## src/sv/bis_pkg.sv

```systemverilog
// Shared types and constants for the binary insertion sorter.
package bis_pkg;

   localparam int VALUE_W       = 32;
   localparam int DEPTH_DEFAULT = 32;

   typedef logic signed [VALUE_W-1:0] value_type;

   typedef enum logic {
      ST_FILL,
      ST_DRAIN
   } state_type;

   typedef struct packed {
      logic insert;
      logic pop;
   } cmd_type;

   typedef struct packed {
      logic full;
      logic count_one;
   } status_type;

endpackage

```

## src/sv/bis_ctrl.sv

```systemverilog
// Controller: fill phase takes values, drain phase hands out the sorted run.
module bis_ctrl (
   input  logic                clock,
   input  logic                reset,
   input  logic                req_tvalid,
   output logic                req_tready,
   input  logic                req_tlast,
   output logic                rsp_tvalid,
   input  logic                rsp_tready,
   input  bis_pkg::status_type status,
   output bis_pkg::cmd_type    cmd
);
   import bis_pkg::*;

   state_type state_ff;
   state_type state_in;
   logic      req_xfer;
   logic      rsp_xfer;

   always_ff @(posedge clock) begin
      if (reset) begin
         state_ff <= ST_FILL;
      end else begin
         state_ff <= state_in;
      end
   end

   always_comb begin
      req_tready = 1'b0;
      rsp_tvalid = 1'b0;
      state_in   = state_ff;
      unique case (state_ff)
         ST_FILL: begin
            req_tready = 1'b1;
            if (req_tvalid && req_tlast) begin
               state_in = ST_DRAIN;
            end
         end
         ST_DRAIN: begin
            rsp_tvalid = 1'b1;
            if (rsp_tready && status.count_one) begin
               state_in = ST_FILL;
            end
         end
         default: begin
            state_in = ST_FILL;
         end
      endcase
      req_xfer   = req_tvalid && req_tready;
      rsp_xfer   = rsp_tvalid && rsp_tready;
      cmd.insert = req_xfer;
      cmd.pop    = rsp_xfer;
   end

endmodule

```

## src/sv/bis_datapath.sv

```systemverilog
// Datapath: row of compare-and-shift cells, element count and overflow flag.
module bis_datapath #(
   parameter int DEPTH = bis_pkg::DEPTH_DEFAULT
) (
   input  logic                 clock,
   input  logic                 reset,
   input  bis_pkg::cmd_type     cmd,
   input  bis_pkg::value_type   value,
   output bis_pkg::status_type  status,
   output bis_pkg::value_type   head_value,
   output logic                 overflow
);
   import bis_pkg::*;

   localparam int CW = $clog2(DEPTH + 1);

   value_type        store_ff [DEPTH];
   value_type        store_in [DEPTH];
   logic [DEPTH-1:0] greater;
   logic [CW-1:0]    count_ff;
   logic [CW-1:0]    count_in;
   logic             overflow_ff;
   logic             overflow_in;
   logic             do_insert;

   assign status.full      = (count_ff == CW'(DEPTH));
   assign status.count_one = (count_ff == CW'(1));
   assign do_insert        = cmd.insert && !status.full;
   assign head_value       = store_ff[0];
   assign overflow         = overflow_ff;

   // empty slots act as +infinity, so a value no smaller than every stored one lands at the first free slot
   for (genvar i = 0; i < DEPTH; i++) begin : g_cell
      assign greater[i] = (CW'(i) >= count_ff) || (store_ff[i] > value);

      always_comb begin
         store_in[i] = store_ff[i];
         if (do_insert) begin
            if (i > 0 && greater[(i > 0) ? i - 1 : 0]) begin
               store_in[i] = store_ff[(i > 0) ? i - 1 : 0];
            end else if (greater[i]) begin
               store_in[i] = value;
            end
         end else if (cmd.pop && i < DEPTH - 1) begin
            store_in[i] = store_ff[(i < DEPTH - 1) ? i + 1 : i];
         end
      end

      always_ff @(posedge clock) begin
         store_ff[i] <= store_in[i];
      end
   end

   always_comb begin
      count_in    = count_ff;
      overflow_in = overflow_ff;
      if (do_insert) begin
         count_in = count_ff + CW'(1);
      end else if (cmd.pop) begin
         count_in = count_ff - CW'(1);
      end
      if (cmd.insert && status.full) begin
         overflow_in = 1'b1;
      end else if (cmd.pop && status.count_one) begin
         overflow_in = 1'b0;
      end
   end

   always_ff @(posedge clock) begin
      if (reset) begin
         count_ff    <= '0;
         overflow_ff <= 1'b0;
      end else begin
         count_ff    <= count_in;
         overflow_ff <= overflow_in;
      end
   end

endmodule

```

## src/sv/binary_insertion_sorter.sv

```systemverilog
// Top level of the stable binary insertion sorter.
//
//   channel | dir | tdata          | tlast        | tuser
//   req_    | in  | value[31:0]    | last_item    | -
//   rsp_    | out | sorted_value   | last_result  | overflow
//
// One value per cycle in fill: all cells compare against it in parallel.
// After the marked value, one result per cycle, held stable while
// rsp_tready is low; input is held off while the run drains from the head
// cell. Reset clears state, count and overflow; the store needs no reset.
module binary_insertion_sorter #(
   parameter int DEPTH = bis_pkg::DEPTH_DEFAULT
) (
   input  logic                         clock,
   input  logic                         reset,
   input  logic                         req_tvalid,
   output logic                         req_tready,
   input  logic [bis_pkg::VALUE_W-1:0]  req_tdata,   // [31:0] value
   input  logic                         req_tlast,
   output logic                         rsp_tvalid,
   input  logic                         rsp_tready,
   output logic [bis_pkg::VALUE_W-1:0]  rsp_tdata,   // [31:0] sorted_value
   output logic                         rsp_tlast,
   output logic                         rsp_tuser    // [0] overflow
);
   import bis_pkg::*;

   cmd_type    cmd;
   status_type status;
   value_type  head_value;

   bis_ctrl u_ctrl (
      .clock      (clock),
      .reset      (reset),
      .req_tvalid (req_tvalid),
      .req_tready (req_tready),
      .req_tlast  (req_tlast),
      .rsp_tvalid (rsp_tvalid),
      .rsp_tready (rsp_tready),
      .status     (status),
      .cmd        (cmd)
   );

   bis_datapath #(
      .DEPTH (DEPTH)
   ) u_datapath (
      .clock      (clock),
      .reset      (reset),
      .cmd        (cmd),
      .value      (value_type'(req_tdata)),
      .status     (status),
      .head_value (head_value),
      .overflow   (rsp_tuser)
   );

   assign rsp_tdata = head_value;
   assign rsp_tlast = status.count_one;

endmodule

```

## config.mk

```make
export PLATFORM = sky130hd
export DESIGN_NAME = binary_insertion_sorter
export DESIGN_NICKNAME = d
export VERILOG_FILES = /design/src/sv/bis_pkg.sv /design/src/sv/bis_ctrl.sv /design/src/sv/bis_datapath.sv /design/src/sv/binary_insertion_sorter.sv
export SDC_FILE = /design/constraint.sdc
export NUM_CORES = 2
export LEC_CHECK = 0
export BUFFER_PORTS_ARGS = -buffer_cell sky130_fd_sc_hd__buf_4
export CORE_MARGIN = 5
export CORE_UTILIZATION = 55
export CTS_CLUSTER_DIAMETER = 150
export DETAILED_ROUTE_END_ITERATION = 8
export PLACE_DENSITY = 0.83
export RECOVER_POWER = 50
export SLEW_MARGIN = 15
export SYNTH_ARGS = -nofsm -noshare
export SYNTH_HDL_FRONTEND = slang
export SYNTH_SLANG_ARGS = --single-unit
```

## constraint.sdc

```tcl
create_clock -name clock -period 5.3 [get_ports clock]
set_input_delay 0.53 -clock clock [delete_from_list [all_inputs] [get_ports clock]]
set_output_delay 0.53 -clock clock [all_outputs]
set_load 0.01 [all_outputs]
```

==> out/results.ini <==
[critical_path]
crit_fanout=21
cp-end-kind=flop
cp-startpoint=req_tdata[16]
reg2reg_slack_ps=470
r2r-start=u_datapath.count_ff[1]
reg2regPathDepth=8
r2r_end=u_datapath.store_ff[30][3]
critPathRequiredTime_ps=5750
cp-start-kind=input pin
arrival_ps=5550
crit_type=input pin to flop

[synth]
synthFlopType=edfxtp_1
synth-seq-area-share_pct=41.7
yosysUniqueCellTypes=81
synth_cells=7330
synth_common_cells=1,028 x ha_1, 1,024 x edfxtp_1, 828 x nand2_1
synth_top_cells_by_area=edfxtp_1 41%, ha_1 17%, a21oi_1 5.4%, a221o_1 4.7%, mux2i_1 4.2%
synth.most_common_cell=ha_1
synth_compound_area_share_pct=18.4
synth_mux_area_share_pct=4.69
synth_nets=8395
avgSynthCellArea_um2=10.1
netlist_area_um2=74200
synth_xor_area_share_pct=0.0472
netlist.area_leader.share_pct=41.4
ys_seq_elements=1032
synth-simple-area-share_pct=14.4
yosysWarnings=0
synth_edf_count=1024
async_flop_share_pct=0
synthAdderAreaFrac_pct=17.3
yosys.area.top_type=edfxtp_1
synth_top_family_by_area=compound AO/OA/AOI/OAI gates

[cells_and_area]
multi_input_area_um2=41000
fin_nets=8416
seq_area_um2=30900
layout-drive-gt1-share_pct=8.42
fill_cells=10889
synthToLayoutAreaGrowth_pct=9.96

[timing]
max_freq_ghz=0.196
setup_viol=0
hold_viol=0
fin_crit_sh_pct=96.2
tightest_slew_ps=2150
setup_ws_ps=199
clock_skew_ps=38.0
rsz0062_at_grt=false
slew_violations=430
relSlewSlack_pct=-43.3
tns_ps=0
fin_crit_ps=5100
whs_ps=93.5

[drt]
wl_per_cell_um=34.0
vias_per_cell=7.56
antenna_left=0
firstDrtPassIters=9
num_vias=69746
drc_errors=0
routed_wl_um=314000
drtIter0Drc=11546

[clock_tree]
cts_sinks=1032
cts_buffer_depth=3
ctsHtreeMaxLevel=3
post-cts-setup-buffers=0
clk_latency_ps=770
cts-buffers-inserted=118
cts_resized=0
root_buffer=clkbuf_16
cts_hold_buffers=1
clk_pin_slew_ps=60
cts_tree=built

[worst_hold_path]
hp-start=reset
min_path_type=input pin to flop
hold_end=u_datapath.count_ff[5]
whs_path_depth=2

[job]
maxCapViolations=7

[die]
die_h_um=377
start_util_pct=55.5
coreArea_um2=134000
die_w_um=377
die-area_um2=142000
rows=134
io_pins=73

[outcome]
outcome=complete, but fails checks
violations=capacitance limit, slew limit

[placed_design]
port_buffers=72
gp_congestion=1.04
hpwl_um=227000
post-place-ws_ps=394

[global_route]
grt_pass1_vias=65566
grt_use_total_pct=42.4
grt_start_max_net_pins=212
grt_overflow=0
grt_pass1_wl_um=444000
antenna_found_initial=21

[pwr]
p_leak_nw=34.6
powerDensity_nw_per_um2=370
peakVddDrop_mv=0.293

sequential cells by signal, indices dropped and copies added (netlist names):
signal,count
u_ctrl.state_ff,1
u_datapath.overflow,1
u_datapath.count_ff,6
u_datapath.store_ff,1024
power by group:
group          total (mW)  internal, mW  switching [mW]  leakage [nW]
Combinational        9.08          3.32            5.76          22.7
Clock                8.26          4.60            3.66          1.81
Sequential           12.8          11.0            1.83          10.1
through the flow:
step	utilization [%]	cells	cell area, um^2	total power, mW
6_report	61.0	9227	81600	30.2
5_1_grt	61.0	9217	81600	31.1
4_1_cts	61.3	9213	82000	29.7
3_5_place_dp	58.5	8996	78300	21.6
3_3_place_gp	58.5	8996	78300	21.1
2_1_floorplan	-	7330	74200	17.8
worst max path at each step:
| stage | to | slack [ps] | depth (start not counted) |
|---|---|---|---|
| 6_report | u_datapath.store_ff[25][7] | 200 | 13 |
| 5_1_grt | u_datapath.store_ff[8][3] | 420 | 13 |
| 4_1_cts | u_datapath.store_ff[11][26] | 1030 | 9 |
| 3_5_place_dp | u_datapath.store_ff[11][26] | 390 | 11 |
| 3_3_place_gp | u_datapath.store_ff[4][18] | 370 | 13 |
| 2_1_floorplan | u_datapath.store_ff[21][0] | 30 | 10 |
kinds of logic after synthesis:
logic type | Yosys count
compound gates | 2004
mux | 344
simple gates | 2301
fa+ha+maj | 1028
xor+xnor | 4
buf+inv | 617
flops | 1032
worst max-delay path: stages:
cell	delay [ps]
buf_4	210
inv_1	850
buf_4	340
ha_1	250
nand4_1	170
nor4_1	90
buf_4	200
a31oi_1	440
o21ai_0	420
o211ai_1	370
clkbuf_2	950
mux2i_1	530
a21oi_1	140
layer usage:
metal | up-vias | routed length (um) | track usage [%]
met5 | - | 183 | 0.236
met1 | 33035 | 108000 | 52.8
li1 | 28741 | - | -
met4 | 24 | 30900 | 32.1
met3 | 1713 | 45300 | 12.6
met2 | 6233 | 130000 | 62.2
cell type report:
| cell class | count | area share (%) |
|---|---|---|
| multi-input cells | 5681 | 50.2 |
| flip-flops and latches | 1032 | 37.9 |
| repair buffers | 399 | 4.03 |
| clock buffers | 151 | 3.85 |
| well taps | 1768 | 2.71 |
| clock inverters | 65 | 0.713 |
| inverters | 119 | 0.547 |
| diodes | 12 | 0.0368 |
cells in the final DEF, fill, tap and decap left out, drive strengths merged, types with 15 or more instances in the layout:
cell,Yosys,routed
o21ai,179,179
a21oi,806,806
a221o,347,347
nor2b,44,44
nor3,65,65
o21a,29,29
o211ai,325,325
edfxtp,1024,1024
ha,1028,1028
buf,157,309
mux2i,312,312
clkinv,0,43
and4,15,15
nand2b,17,17
nand4,229,229
nor2,486,486
nand2,828,828
a211oi,36,36
clkbuf,341,240
a21o,89,89
o221ai,28,28
a31oi,25,25
and3,131,131
a21boi,27,27
inv,119,126
nor4,37,37
mux2,32,32
nand3,404,404
(Power assumes the default switching activity.)
